[src/rtl/bspl_pkg.sv]
package bspl_pkg;

    localparam int NUM_INTERIOR = 15;
    localparam int MAX_DEGREE   = 5;
    localparam int FRAC_BITS    = 16;

    localparam int TABLE_DEPTH = MAX_DEGREE + NUM_INTERIOR;
    localparam int KNOTS_MAX   = 2 * MAX_DEGREE + NUM_INTERIOR;
    localparam int LANES       = MAX_DEGREE + 1;

    localparam int DEG_W   = 3;
    localparam int T_W     = FRAC_BITS + 1;
    localparam int TT_W    = $clog2(NUM_INTERIOR + 1) + FRAC_BITS + 1;
    localparam int M_W     = TT_W - FRAC_BITS;
    localparam int KN_W    = $clog2(NUM_INTERIOR + 2);
    localparam int IDX_W   = $clog2(KNOTS_MAX) + 1;
    localparam int SPAN_W  = 3;
    localparam int CIDX_W  = 5;
    localparam int COEF_W  = 32;
    localparam int LANE_W  = $clog2(LANES);
    localparam int RCP_SH  = TT_W + SPAN_W;
    localparam int RCP_W   = RCP_SH + 1;
    localparam int PROD_W  = TT_W + RCP_W;
    localparam int ACC_W   = TT_W + T_W + 1;
    localparam int TERM_W  = COEF_W + T_W + 1;
    localparam int SUM_W   = 40;
    localparam int OUT_W   = 48;

    localparam logic [T_W-1:0] ONE = T_W'(1) << FRAC_BITS;

    // floor(2^RCP_SH / d) for the knot spans 1..5
    localparam logic [RCP_W-1:0] RECIP_TBL [8] = '{
        RCP_W'(0),
        RCP_W'((64'd1 << RCP_SH) / 1),
        RCP_W'((64'd1 << RCP_SH) / 2),
        RCP_W'((64'd1 << RCP_SH) / 3),
        RCP_W'((64'd1 << RCP_SH) / 4),
        RCP_W'((64'd1 << RCP_SH) / 5),
        RCP_W'(0),
        RCP_W'(0)
    };

    typedef enum logic [3:0] {
        ST_IDLE,
        ST_INT_LD,
        ST_INIT,
        ST_LANE_RD,
        ST_DIV,
        ST_CORR,
        ST_MAC,
        ST_SUM_RD,
        ST_SUM_MUL,
        ST_SUM_ACC,
        ST_DONE
    } state_t;

    // knot j as an integer numerator over NUM_INTERIOR+1
    function automatic logic [KN_W-1:0] knot_num(input logic [DEG_W-1:0] deg,
                                                 input logic [IDX_W-1:0] idx);
        logic [IDX_W-1:0] d6;
        d6 = IDX_W'(deg);
        if (idx < d6)
            return '0;
        else if (idx < d6 + IDX_W'(NUM_INTERIOR))
            return KN_W'(idx - d6 + IDX_W'(1));
        else
            return KN_W'(NUM_INTERIOR + 1);
    endfunction

endpackage

[src/rtl/bspl_ram.sv]
module bspl_ram #(
    parameter int WIDTH = 32,
    parameter int DEPTH = 20
) (
    input  logic                     clk,
    input  logic                     we,
    input  logic                     re,
    input  logic [$clog2(DEPTH)-1:0] addr,
    input  logic [WIDTH-1:0]         wdata,
    output logic [WIDTH-1:0]         rdata
);

    logic [WIDTH-1:0] mem [DEPTH];
    logic [WIDTH-1:0] rdata_reg;

    always_ff @(posedge clk)
    begin
        if (we)
            mem[addr] <= wdata;
        if (re)
            rdata_reg <= mem[addr];
    end

    assign rdata = rdata_reg;

endmodule

[src/rtl/bspline_basis_weighted_sum.sv]
// Write request: ST_DONE registers the result once the output register is free.
// Evaluate request at t >= 1.0: the result is the intercept, registered through ST_DONE.
// Evaluate otherwise: a recursion over L = (d+1)(d+2)/2 - 1 lanes, each weight
// set by one shared divide/multiply step, then a sum over d+1 basis values. One request at a time.
// Reset (rst_n low, asynchronous): degree 3, coefficient table reads as zero, no result pending.
module bspline_basis_weighted_sum
    import bspl_pkg::*;
(
    input  logic                     clk,
    input  logic                     rst_n,
    input  logic                     cfg_wr_en,
    input  logic [DEG_W-1:0]         spline_degree,
    input  logic                     req_valid,
    output logic                     req_stall,
    input  logic                     req_type,
    input  logic [T_W-1:0]           point_t,
    input  logic [CIDX_W-1:0]        coeff_index,
    input  logic signed [COEF_W-1:0] coeff_value,
    output logic                     res_valid,
    input  logic                     res_stall,
    output logic signed [OUT_W-1:0]  spline_value,
    output logic                     was_write
);

    state_t                    state_reg, state_next;
    logic [DEG_W-1:0]          deg_cfg_reg;
    logic [T_W-1:0]            t_reg, t_next;
    logic [CIDX_W-1:0]         s_reg, s_next;
    logic [DEG_W-1:0]          k_reg, k_next;
    logic [LANE_W-1:0]         j_reg, j_next;
    logic                      half_reg, half_next;
    logic [T_W-1:0]            held_reg, held_next;
    logic [T_W-1:0]            rdv_reg, rdv_next;
    logic [TT_W-1:0]           num1_reg, num1_next, num2_reg, num2_next;
    logic [SPAN_W-1:0]         d1_reg, d1_next, d2_reg, d2_next;
    logic                      en1_reg, en1_next, en2_reg, en2_next;
    logic [PROD_W-1:0]         prod_reg, prod_next;
    logic [TT_W-1:0]           w_reg, w_next;
    logic [ACC_W-1:0]          acc_reg, acc_next;
    logic                      bok_reg, bok_next;
    logic signed [TERM_W-1:0]  term_reg, term_next;
    logic signed [SUM_W-1:0]   sum_reg, sum_next;
    logic                      wr_reg, wr_next;
    logic                      cvld_rd_reg, cvld_rd_next;
    logic [TABLE_DEPTH-1:0]    vbits_reg, vbits_next;
    logic                      res_valid_reg, res_valid_next;
    logic signed [OUT_W-1:0]   res_value_reg, res_value_next;
    logic                      res_write_reg, res_write_next;

    logic                      c_we, c_re;
    logic [CIDX_W-1:0]         c_addr;
    logic [COEF_W-1:0]         c_wdata, c_q;
    logic                      b_we, b_re;
    logic [LANE_W-1:0]         b_addr;
    logic [T_W-1:0]            b_wdata, b_q;

    logic                      req_acc;
    logic [DEG_W-1:0]          deg;
    logic [IDX_W-1:0]          nk;
    logic [TT_W-1:0]           tt_in, tt;
    logic [IDX_W-1:0]          iu;
    logic                      i_ok;
    logic [KN_W-1:0]           mi, mi1, mik1, mik;
    logic [TT_W-1:0]           base, top;
    logic [TT_W-1:0]           num_sel;
    logic [SPAN_W-1:0]         d_sel;
    logic [TT_W:0]             q0;
    logic [TT_W+SPAN_W:0]      rem;
    logic [T_W-1:0]            bas;
    logic [ACC_W-1:0]          mac_prod, acc_sum;
    logic [CIDX_W-1:0]         bsum;

    bspl_ram #(.WIDTH(COEF_W), .DEPTH(TABLE_DEPTH)) u_coef_ram (
        .clk   (clk),
        .we    (c_we),
        .re    (c_re),
        .addr  (c_addr),
        .wdata (c_wdata),
        .rdata (c_q)
    );

    bspl_ram #(.WIDTH(T_W), .DEPTH(LANES)) u_basis_ram (
        .clk   (clk),
        .we    (b_we),
        .re    (b_re),
        .addr  (b_addr),
        .wdata (b_wdata),
        .rdata (b_q)
    );

    assign req_stall    = (state_reg != ST_IDLE);
    assign req_acc      = req_valid && !req_stall;
    assign res_valid    = res_valid_reg;
    assign spline_value = res_value_reg;
    assign was_write    = res_write_reg;

    always_comb
    begin
        if (deg_cfg_reg == '0)
            deg = DEG_W'(1);
        else if (deg_cfg_reg > DEG_W'(MAX_DEGREE))
            deg = DEG_W'(MAX_DEGREE);
        else
            deg = deg_cfg_reg;
    end

    assign nk    = IDX_W'(2) * IDX_W'(deg) + IDX_W'(NUM_INTERIOR);
    assign tt_in = TT_W'(point_t) * TT_W'(NUM_INTERIOR + 1);
    assign tt    = TT_W'(t_reg) * TT_W'(NUM_INTERIOR + 1);

    // lane j of the window holds basis index s - j
    assign iu   = IDX_W'(s_reg) - IDX_W'(j_reg);
    assign i_ok = (s_reg >= CIDX_W'(j_reg)) && ((iu + IDX_W'(k_reg)) < nk);
    assign mi   = knot_num(deg, iu);
    assign mi1  = knot_num(deg, iu + IDX_W'(1));
    assign mik1 = knot_num(deg, iu + IDX_W'(k_reg) - IDX_W'(1));
    assign mik  = knot_num(deg, iu + IDX_W'(k_reg));
    assign base = TT_W'(mi) << FRAC_BITS;
    assign top  = TT_W'(mik) << FRAC_BITS;

    assign num_sel = half_reg ? num2_reg : num1_reg;
    assign d_sel   = half_reg ? d2_reg : d1_reg;

    // reciprocal quotient is low by at most one; fix with one compare
    assign q0  = prod_reg[PROD_W-1 -: (TT_W + 1)];
    assign rem = (TT_W+SPAN_W+1)'(num_sel) - (TT_W+SPAN_W+1)'(q0 * (TT_W+1)'(d_sel));

    assign bas      = half_reg ? rdv_reg : held_reg;
    assign mac_prod = ACC_W'(w_reg) * ACC_W'(bas);
    assign acc_sum  = acc_reg + mac_prod;

    assign bsum = s_reg - CIDX_W'(j_reg) + CIDX_W'(1);

    always_comb
    begin
        state_next     = state_reg;
        t_next         = t_reg;
        s_next         = s_reg;
        k_next         = k_reg;
        j_next         = j_reg;
        half_next      = half_reg;
        held_next      = held_reg;
        rdv_next       = rdv_reg;
        num1_next      = num1_reg;
        num2_next      = num2_reg;
        d1_next        = d1_reg;
        d2_next        = d2_reg;
        en1_next       = en1_reg;
        en2_next       = en2_reg;
        prod_next      = prod_reg;
        w_next         = w_reg;
        acc_next       = acc_reg;
        bok_next       = bok_reg;
        term_next      = term_reg;
        sum_next       = sum_reg;
        wr_next        = wr_reg;
        cvld_rd_next   = cvld_rd_reg;
        vbits_next     = vbits_reg;
        res_value_next = res_value_reg;
        res_write_next = res_write_reg;
        res_valid_next = res_valid_reg && res_stall;
        c_we    = 1'b0;
        c_re    = 1'b0;
        c_addr  = '0;
        c_wdata = coeff_value;
        b_we    = 1'b0;
        b_re    = 1'b0;
        b_addr  = '0;
        b_wdata = ONE;

        case (state_reg)
            ST_IDLE:
            begin
                if (req_acc)
                begin
                    if (req_type)
                    begin
                        if (coeff_index < CIDX_W'(TABLE_DEPTH))
                        begin
                            c_we   = 1'b1;
                            c_addr = coeff_index;
                            vbits_next[coeff_index] = 1'b1;
                        end
                        wr_next    = 1'b1;
                        state_next = ST_DONE;
                    end
                    else
                    begin
                        // fetch the intercept
                        c_re         = 1'b1;
                        c_addr       = '0;
                        cvld_rd_next = vbits_reg[0];
                        wr_next      = 1'b0;
                        t_next       = point_t;
                        s_next       = CIDX_W'(deg) - CIDX_W'(1)
                                       + CIDX_W'(tt_in[TT_W-1 -: M_W]);
                        state_next   = ST_INT_LD;
                    end
                end
            end

            ST_INT_LD:
            begin
                sum_next = cvld_rd_reg ? SUM_W'($signed(c_q)) : '0;
                if (t_reg >= ONE)
                    state_next = ST_DONE;
                else
                    state_next = ST_INIT;
            end

            ST_INIT:
            begin
                b_we       = 1'b1;
                b_addr     = '0;
                b_wdata    = ONE;
                k_next     = DEG_W'(2);
                j_next     = LANE_W'(1);
                held_next  = '0;
                half_next  = 1'b0;
                state_next = ST_LANE_RD;
            end

            ST_LANE_RD:
            begin
                b_re      = (j_reg != '0);
                b_addr    = (j_reg != '0) ? j_reg - LANE_W'(1) : '0;
                num1_next = (tt > base) ? tt - base : '0;
                num2_next = (top > tt) ? top - tt : '0;
                d1_next   = SPAN_W'(mik1 - mi);
                d2_next   = SPAN_W'(mik - mi1);
                en1_next  = i_ok && (SPAN_W'(mik1 - mi) != '0);
                en2_next  = i_ok && (SPAN_W'(mik - mi1) != '0);
                state_next = ST_DIV;
            end

            ST_DIV:
            begin
                if (!half_reg)
                    rdv_next = (j_reg == '0) ? '0 : b_q;
                prod_next  = PROD_W'(num_sel) * PROD_W'(RECIP_TBL[d_sel]);
                state_next = ST_CORR;
            end

            ST_CORR:
            begin
                if ((half_reg ? en2_reg : en1_reg) == 1'b0)
                    w_next = '0;
                else if (rem >= (TT_W+SPAN_W+1)'(d_sel))
                    w_next = TT_W'(q0 + (TT_W+1)'(1));
                else
                    w_next = TT_W'(q0);
                state_next = ST_MAC;
            end

            ST_MAC:
            begin
                if (!half_reg)
                begin
                    acc_next   = mac_prod;
                    half_next  = 1'b1;
                    state_next = ST_DIV;
                end
                else
                begin
                    b_we      = 1'b1;
                    b_addr    = j_reg;
                    b_wdata   = acc_sum[FRAC_BITS +: T_W];
                    half_next = 1'b0;
                    if (j_reg == '0)
                    begin
                        if ((DEG_W+1)'(k_reg) == (DEG_W+1)'(deg) + (DEG_W+1)'(1))
                        begin
                            j_next     = LANE_W'(deg);
                            state_next = ST_SUM_RD;
                        end
                        else
                        begin
                            // next order: lanes k down to 0
                            j_next     = LANE_W'(k_reg);
                            k_next     = k_reg + DEG_W'(1);
                            held_next  = '0;
                            state_next = ST_LANE_RD;
                        end
                    end
                    else
                    begin
                        j_next     = j_reg - LANE_W'(1);
                        held_next  = rdv_reg;
                        state_next = ST_LANE_RD;
                    end
                end
            end

            ST_SUM_RD:
            begin
                bok_next = (s_reg >= CIDX_W'(j_reg)) && (bsum < CIDX_W'(TABLE_DEPTH));
                c_re     = 1'b1;
                c_addr   = (bsum < CIDX_W'(TABLE_DEPTH)) ? bsum : '0;
                cvld_rd_next = (bsum < CIDX_W'(TABLE_DEPTH)) ? vbits_reg[c_addr] : 1'b0;
                b_re       = 1'b1;
                b_addr     = j_reg;
                state_next = ST_SUM_MUL;
            end

            ST_SUM_MUL:
            begin
                if (bok_reg && cvld_rd_reg)
                    term_next = TERM_W'($signed(c_q) * $signed({1'b0, b_q}));
                else
                    term_next = '0;
                state_next = ST_SUM_ACC;
            end

            ST_SUM_ACC:
            begin
                // arithmetic shift floors toward minus infinity
                sum_next = sum_reg + SUM_W'(term_reg >>> FRAC_BITS);
                if (j_reg == '0)
                    state_next = ST_DONE;
                else
                begin
                    j_next     = j_reg - LANE_W'(1);
                    state_next = ST_SUM_RD;
                end
            end

            ST_DONE:
            begin
                // hold until the output register is free
                if (!res_valid_reg || !res_stall)
                begin
                    res_valid_next = 1'b1;
                    res_write_next = wr_reg;
                    res_value_next = wr_reg ? '0 : OUT_W'(sum_reg);
                    state_next     = ST_IDLE;
                end
            end

            default:
            begin
                state_next = ST_IDLE;
            end
        endcase
    end

    always_ff @(posedge clk or negedge rst_n)
    begin
        if (!rst_n)
        begin
            state_reg     <= ST_IDLE;
            deg_cfg_reg   <= DEG_W'(3);
            vbits_reg     <= '0;
            res_valid_reg <= 1'b0;
            k_reg         <= '0;
            j_reg         <= '0;
            half_reg      <= 1'b0;
            wr_reg        <= 1'b0;
            cvld_rd_reg   <= 1'b0;
        end
        else
        begin
            state_reg     <= state_next;
            vbits_reg     <= vbits_next;
            res_valid_reg <= res_valid_next;
            k_reg         <= k_next;
            j_reg         <= j_next;
            half_reg      <= half_next;
            wr_reg        <= wr_next;
            cvld_rd_reg   <= cvld_rd_next;
            if (cfg_wr_en)
                deg_cfg_reg <= spline_degree;
        end
    end

    always_ff @(posedge clk)
    begin
        t_reg         <= t_next;
        s_reg         <= s_next;
        held_reg      <= held_next;
        rdv_reg       <= rdv_next;
        num1_reg      <= num1_next;
        num2_reg      <= num2_next;
        d1_reg        <= d1_next;
        d2_reg        <= d2_next;
        en1_reg       <= en1_next;
        en2_reg       <= en2_next;
        prod_reg      <= prod_next;
        w_reg         <= w_next;
        acc_reg       <= acc_next;
        bok_reg       <= bok_next;
        term_reg      <= term_next;
        sum_reg       <= sum_next;
        res_value_reg <= res_value_next;
        res_write_reg <= res_write_next;
    end

endmodule

[config.mk]
export PLATFORM = sky130hd
export DESIGN_NAME = bspline_basis_weighted_sum
export DESIGN_NICKNAME = d
export VERILOG_FILES = /design/src/rtl/bspl_pkg.sv /design/src/rtl/bspl_ram.sv /design/src/rtl/bspline_basis_weighted_sum.sv
export SDC_FILE = /design/constraint.sdc
export NUM_CORES = 2
export LEC_CHECK = 0
export ABC_AREA = 1
export BUFFER_PORTS_ARGS = -buffer_cell sky130_fd_sc_hd__buf_2
export CAP_MARGIN = 10
export CORE_MARGIN = 4
export CORE_UTILIZATION = 52
export DETAILED_ROUTE_END_ITERATION = 8
export PLACE_DENSITY = 0.68
export SLEW_MARGIN = 5
export SYNTH_ARGS = -nofsm -noshare
export SYNTH_HDL_FRONTEND = slang
export SYNTH_HIERARCHICAL = 1
export SYNTH_SLANG_ARGS = --single-unit
[constraint.sdc]
create_clock -name clk -period 14.11 [get_ports clk]
set_input_delay 1.411 -clock clk [delete_from_list [all_inputs] [get_ports clk]]
set_output_delay 1.411 -clock clk [all_outputs]
set_load 0.01 [all_outputs]
Word level (Yosys, flattened, before mapping)
Memories as Yosys holds them, arrays and structs flattened. A register that Yosys moved wholly into a read port is not among the register bits.
Index checks and enable logic that the tools add are counted.
{"block": "totals", "ram_bits": 742, "memories": 3, "romBits": 200, "inputBits": 63, "regBits": 375, "output_inout_bits": 51}
{"name": "u_coef_ram.mem", "words": 20, "width": 32, "rd": 1, "rd_ports_with_merged_regs": 1, "wr": 1, "line": "bspl_ram.sv:13", "rtl": "logic [WIDTH-1:0] mem [DEPTH];"}
{"name": "(name not given)", "words": 8, "width": 25, "rd": 1, "rd_ports_with_merged_regs": 0, "wr": 0, "line": "bspline_basis_weighted_sum.sv:240", "rtl": "prod_next = PROD_W'(num_sel) * PROD_W'(RECIP_TBL[d_sel]);"}
{"name": "u_basis_ram.mem", "words": 6, "width": 17, "rd": 1, "rd_ports_with_merged_regs": 1, "wr": 1, "line": "bspl_ram.sv:13"}
{"block": "op_classes", "n_eq_ne": 19, "reduce_logical": 34, "n_lt_le_gt_ge": 21, "n_addsub": 29, "mul": 4, "bitwise": 4, "muxes": 78}
{"operator": "17-bit two-way mux", "n": 6}
{"operator": "40-bit case mux with 2 select lines", "n": 1}
{"operator": "3-bit two-way mux", "n": 17}
{"operator": "32-bit by 18-bit multiplier with 50-bit output", "n": 1}
{"operator": "25-bit two-way mux", "n": 2}
{"operator": "21-bit by 25-bit multiplier with 46-bit output", "n": 1}
{"operator": "4-bit case mux with 11 select lines", "n": 1}
{"operator": "21-bit greater-than comparator", "n": 2}
{"operator": "21-bit two-way mux", "n": 2}
{"operator": "21-bit subtractor", "n": 2}
{"operator": "40-bit by 34-bit adder with 40-bit output", "n": 1}
{"operator": "40-bit two-way mux", "n": 1}
{"operator": "5-bit two-way mux", "n": 8}
{"operator": "17-bit case mux with 2 select lines", "n": 1}
{"operator": "33-bit adder", "n": 1}
{"operator": "21-bit by 17-bit multiplier with 33-bit output", "n": 1}
{"operator": "6-bit by 5-bit < comparator with 1-bit output", "n": 5}
{"operator": "4-bit two-way mux", "n": 7}
{"operator": "25-bit by 3-bit >= comparator with 1-bit output", "n": 1}
{"operator": "22-bit by 3-bit multiplier with 25-bit output", "n": 1}
{"operator": "21-bit by 25-bit subtractor with 25-bit output", "n": 1}
{"operator": "6-bit by 3-bit < comparator with 1-bit output", "n": 4}
{"operator": "21-bit by 1-bit adder with 21-bit output (second input constant)", "n": 1}
{"operator": "1-bit two-way mux", "n": 21}
{"operator": "48 further kinds", "n": 100}

Logic depth before layout (Yosys ltp)
{"block": "depth", "depth_word": 10, "ltp_mapped": 44}

Modules after synthesis
Netlist, hierarchy kept.
{"mod": "bspline_basis_weighted_sum", "seq_area_each_um2": 9636.7, "instances": 1, "area_each_um2": 63141.8, "cells_per_inst": 8021}
{"mod": "bspl_ram (u_coef_ram)", "seq_area_each_um2": 20179.4, "instances": 1, "area_each_um2": 27182.3, "cells_per_inst": 2459}
{"mod": "bspl_ram (u_basis_ram)", "seq_area_each_um2": 3573.4, "instances": 1, "area_each_um2": 4958.5, "cells_per_inst": 420}

Least setup slack after synthesis
Ideal clock, no wire load.
{"block": "synth_timing", "path_kind": "reg2reg", "startpoint": "register half_reg", "endpoint": "memory u_basis_ram/mem[0][16] (netlist bit), data pin", "path_stages_with_launch": 40, "path_slack_ns": 6.114, "arrival_time_ns": 7.700, "required_ns": 13.814, "synth_period_minus_slack_ns": 7.996, "path_cell_list": "dfrtp_1 buf_6 buf_6 buf_6 buf_2 nand2_1 o21ai_1 inv_1 clkbuf_1 nand2_1 fa_1 inv_1 fa_1 inv_1 fa_1 inv_1 fa_1 fa_1 [4 not listed] nand2_1 inv_1 nand2_1 nor3_1 nand4_1 nand3_1 nand3_1 nand2_1 xor2_1 ha_1 a21oi_1 inv_1 a21oi_1 nor2_1 a2111oi_0 nand3_1 nand3_1 nand3_1"}
{"block": "synth_via", "elab_chain_len": 5}
{"item": "start: declaration", "line": "bspline_basis_weighted_sum.sv:31", "rtl": "logic half_reg, half_next;"}
{"item": "start signal: assignment", "line": "bspline_basis_weighted_sum.sv:367", "rtl": "half_reg <= half_next;"}
{"item": "17-bit two-way mux", "line": "bspline_basis_weighted_sum.sv:128", "rtl": "assign bas = half_reg ? rdv_reg : held_reg;"}
{"item": "21-bit by 17-bit multiplier with 33-bit output", "line": "bspline_basis_weighted_sum.sv:129", "rtl": "assign mac_prod = ACC_W'(w_reg) * ACC_W'(bas);"}
{"item": "via mac_prod[25]", "line": "bspline_basis_weighted_sum.sv:70", "rtl": "logic [ACC_W-1:0] mac_prod, acc_sum;"}
{"item": "33-bit adder", "line": "bspline_basis_weighted_sum.sv:130", "rtl": "assign acc_sum = acc_reg + mac_prod;"}
{"item": "17-bit two-way mux", "line": "bspline_basis_weighted_sum.sv:257", "rtl": "if (!half_reg)"}
{"item": "17-bit two-way mux", "line": "bspline_basis_weighted_sum.sv:171", "rtl": "case (state_reg)"}
{"item": "via b_wdata[16]", "line": "bspline_basis_weighted_sum.sv:55", "rtl": "logic [T_W-1:0] b_wdata, b_q;"}
{"item": "end: declaration", "line": "bspl_ram.sv:13"}
The timed path passes the listed nets, and every way through them passes these cells.

Worst setup path in the final report
{"block": "layout_timing", "startpoint": "register half_reg", "endpoint": "memory u_basis_ram/mem[2][16] (netlist bit), data pin"}
Same word-level chain as after synthesis.

==> out/metrics.sh <==
WORSTPATHARRIVAL_PS=9890
CLKSLEWWORSTSETUPHOLDPATHS_PS=60
MAX-CAP-VIOLATIONS=0
TOP_REGS='u_coef_ram/mem x640, u_basis_ram/mem x102'
MOST_FREQUENT_CELLS_IN_THE_LAYOUT='3287 x nand2_1, 2255 x inv_1, 1081 x edfxtp_1'
PATH_MAX_FANOUT=74
FIRST_GLOBAL_VIAS=73280
DP_HPWL_UM=186700
TRITONCTS='yes'
CLK_LATENCY_PS=820
NUM_IO_PINS=114
HOLD_BUFFERS=0
GLOBALROUTE.TOTALOVERFLOW=0
MOST_FLOP_HEAVY_REGISTER='u_coef_ram/mem'
START_UTIL_PCT=52.49
FIN_HOLD_WS_PS=461.0
TRITONCTS_BUFFER_COUNT=118
NET_COUNT_REPORTED_AT_FINISH=12510
POSTLAYOUTCELLAREA_UM2=102000
CORE_AREA_UM2=181500
SYNTH-SEQ-CELLS=1118
DIE_OUTLINE_WIDTH_UM=436.1
MIN_PERIOD_OVER_PERIOD_PCT=67.07
POSTSYNTHAREAPERCELL_UM2=8.742
POSTCTSSETUPREPAIRBUFS=0
FP.DIEAREA_UM2=190100
SLEW_HEADROOM_PCT=24.15
CLOCK_PATH_BUFFERS=3
FIRST_ITER_VIOLATIONS=5637
TRACK_USAGE_PCT=27.31
MAXIMUM_NUMBER_OF_PINS_ON_ONE_NET_BEFORE_GLOBAL_ROUTE_REPAIR=156
ROUTE.DETAILED.WL_PER_INST_UM=19.30
TIGHTESTPINTRANSITION_PS=1138
ROUTED_VIA_DENSITY=5.329
CRIT_PATH_LEADING_DELAY_FAMILY='adder cells'
REQUIRED_PS=14530
SYNTH-EDFF-COUNT=1081
DPL_CELL_AREA_UM2=98060
SETUP-VIOLATIONS-FINAL=0
NUMBER_OF_GATES_ON_THE_WORST_PATH_WITH_BUFFERS_COUNTED=33
WORST-SETUP-PATH-TYPE='flip-flop to flip-flop'
WORSTSETUPENDPOINTTYPE='flip-flop'
SYNTH_FLOP_CELL='edfxtp_1'
TIMING.FINAL.HOLD_VIOLATIONS=0
WORST_HOLD_PATH.NUM_CELLS=2
VIAS=71120
SETUP_TOTAL_NEGATIVE_SLACK_PS=0
FINALMAXSLEWVIOLATIONS=0
FINAL.MIN_CLOCK_PERIOD_PS=9464
TIMING.CRITICAL_PATH.MODE_CELL='fa_1'
PORT_BUFFERS=113
PLACEMENT_ROWS=156
YS_WARN_COUNT=6
CPPEAKSTAGEDELAY_PS=750
NUM-FILL-CELLS=16260
SYNTH_CELL_AREA_UM2=95280
DRTPASS1ITERATIONS=5
UNREPAIRED_SETUP_ENDPOINTS_AFTER_GLOBAL_ROUTING='false'
CRIT_PATH_TOP_DELAY_CELL='clkinv_1'
GPL.FINAL_WEIGHTED_CONGESTION=0.9410
WORST_CASE_CLOCK_SKEW_PS=90.16
CLOCK-ROOT-BUFFER='clkbuf_16'
ANTENNA_VIOLATIONS_BEFORE_REPAIR=21
CTS.SINKS=1118
LARGEST_REGISTER_FF_COUNT=640
CRITICAL_PATH.N_BUFFERS_INVERTERS=7
SYN2LAYOUT_AREA_GROWTH_PCT=7.096
MULTI_INPUT_AREA_UM2=51800
CTS_MAX_LEVEL=3
OUTCOME='finished clean'
ASYNCSETRESETFLOPFRACSYNTH_PCT=3.309
WL_UM=257600
FF2FF_PATH_DEPTH=33
GRT_PASS1_WL_UM=409300
TIMING.FMAX_MHz=105.7
SYN_INST=10900
SYNTH_CELL_TYPES=74
ANT_NETS=0
HOLD_CLASS='flip-flop to flip-flop'
DRC=0
SYNTH_SEQUENTIAL_AREA_RATIO_PCT=35.04
FINAL_COMMON_CELL='nand2_1'
CTS_RESIZED=0
START_KIND='flip-flop'
POST_ROUTE_CELLS_DRIVE_ABOVE_1_SHARE_PCT=4.723
SEQUENTIAL_CELL_AREA_IN_THE_FINAL_LAYOUT_UM2=33390
FP.DIEH_UM=436.1
-- cell usage after synthesis, types with 66 or more instances --
cell type	number	area [um2]
fa_1	1016	20340
nand4_1	66	412.9
nand2_1	3287	12340
edfxtp_1	1081	32460
a21oi_1	304	1521
ha_1	566	7082
xor2_1	85	744.5
nor2_1	830	3115
inv_1	2258	8476
o21ai_0	222	1111
clkbuf_1	195	732.0
nand3_1	318	1592
buf_2	82	410.4
-- final cells by class --
type | count | area share, %
Sequential cell | 1118 | 32.72
Antenna cell | 8 | 0.01962
Clock inverter | 81 | 0.9147
Tap cell | 2370 | 2.906
Clock buffer | 138 | 2.967
Timing Repair Buffer | 208 | 1.278
Multi-Input combinational cell | 7134 | 50.76
Inverter | 2288 | 8.431
-- worst paths after layout --
path | startpoint | endpoint | slack (ps)
worst max-delay path | half_reg$_DFFE_PN0P_ | u_basis_ram/mem[2][16]$_DFFE_PP_ | 4650
worst min-delay path | vbits_reg[17]$_DFFE_PN0P_ | vbits_reg[17]$_DFFE_PN0P_ | 460
worst max register to register | half_reg$_DFFE_PN0P_ | u_basis_ram/mem[2][16]$_DFFE_PP_ | 4650
worst min register to register | vbits_reg[17]$_DFFE_PN0P_ | vbits_reg[17]$_DFFE_PN0P_ | 460
max in group asynchronous | rst_n | half_reg$_DFFE_PN0P_ | 12550
min in group asynchronous | rst_n | res_valid$_DFF_PN0_ | 820
-- layer usage --
| metal | wire (um) | vias to the layer above | track usage (%) |
|---|---|---|---|
| met2 | 119900 | 2449 | 44.52 |
| met3 | 18280 | 513 | 4.477 |
| li1 | - | 33350 | - |
| met4 | 9461 | 14 | 9.296 |
| met5 | 87 | - | 0 |
| met1 | 109900 | 34790 | 37.33 |
-- cells by family after synthesis --
| group | after synthesis | share of synthesized area [%] |
|---|---|---|
| and+or+nand+nor | 4659 | 19.53 |
| buffers and inverters | 2652 | 10.91 |
| adders and majority gates | 1582 | 28.78 |
| DFF | 1118 | 35.04 |
| AOI/OAI and AO/OA | 754 | 4.508 |
| xor gates and xnor gates | 131 | 1.204 |
| other | 2 | 0.007882 |
| muxes | 2 | 0.02101 |
-- tightest hold or removal path, delay by kind of cell, from the launching register on --
| kind | cells | cell delay, ps |
|---|---|---|
| flip-flops | 1 | 320 |
| AO/OA/AOI/OAI | 1 | 60 |
| buffers and inverters | 1 | 50 |
-- metrics by stage --
| step | worst slack, ps | utilization (%) | instances |
|---|---|---|---|
| final | 4646 | 56.22 | 13350 |
| after detailed placement | 4778 | 54.02 | 13120 |
| after global routing | 4000 | 56.21 | 13340 |
| after floorplan | 6114 | - | 10900 |
| after CTS | 4765 | 56.20 | 13340 |
| after global placement | 4850 | 54.02 | 13120 |
Power is not shown: default switching activity piles up to over one toggle a cycle in this logic, so the estimate is an artifact.
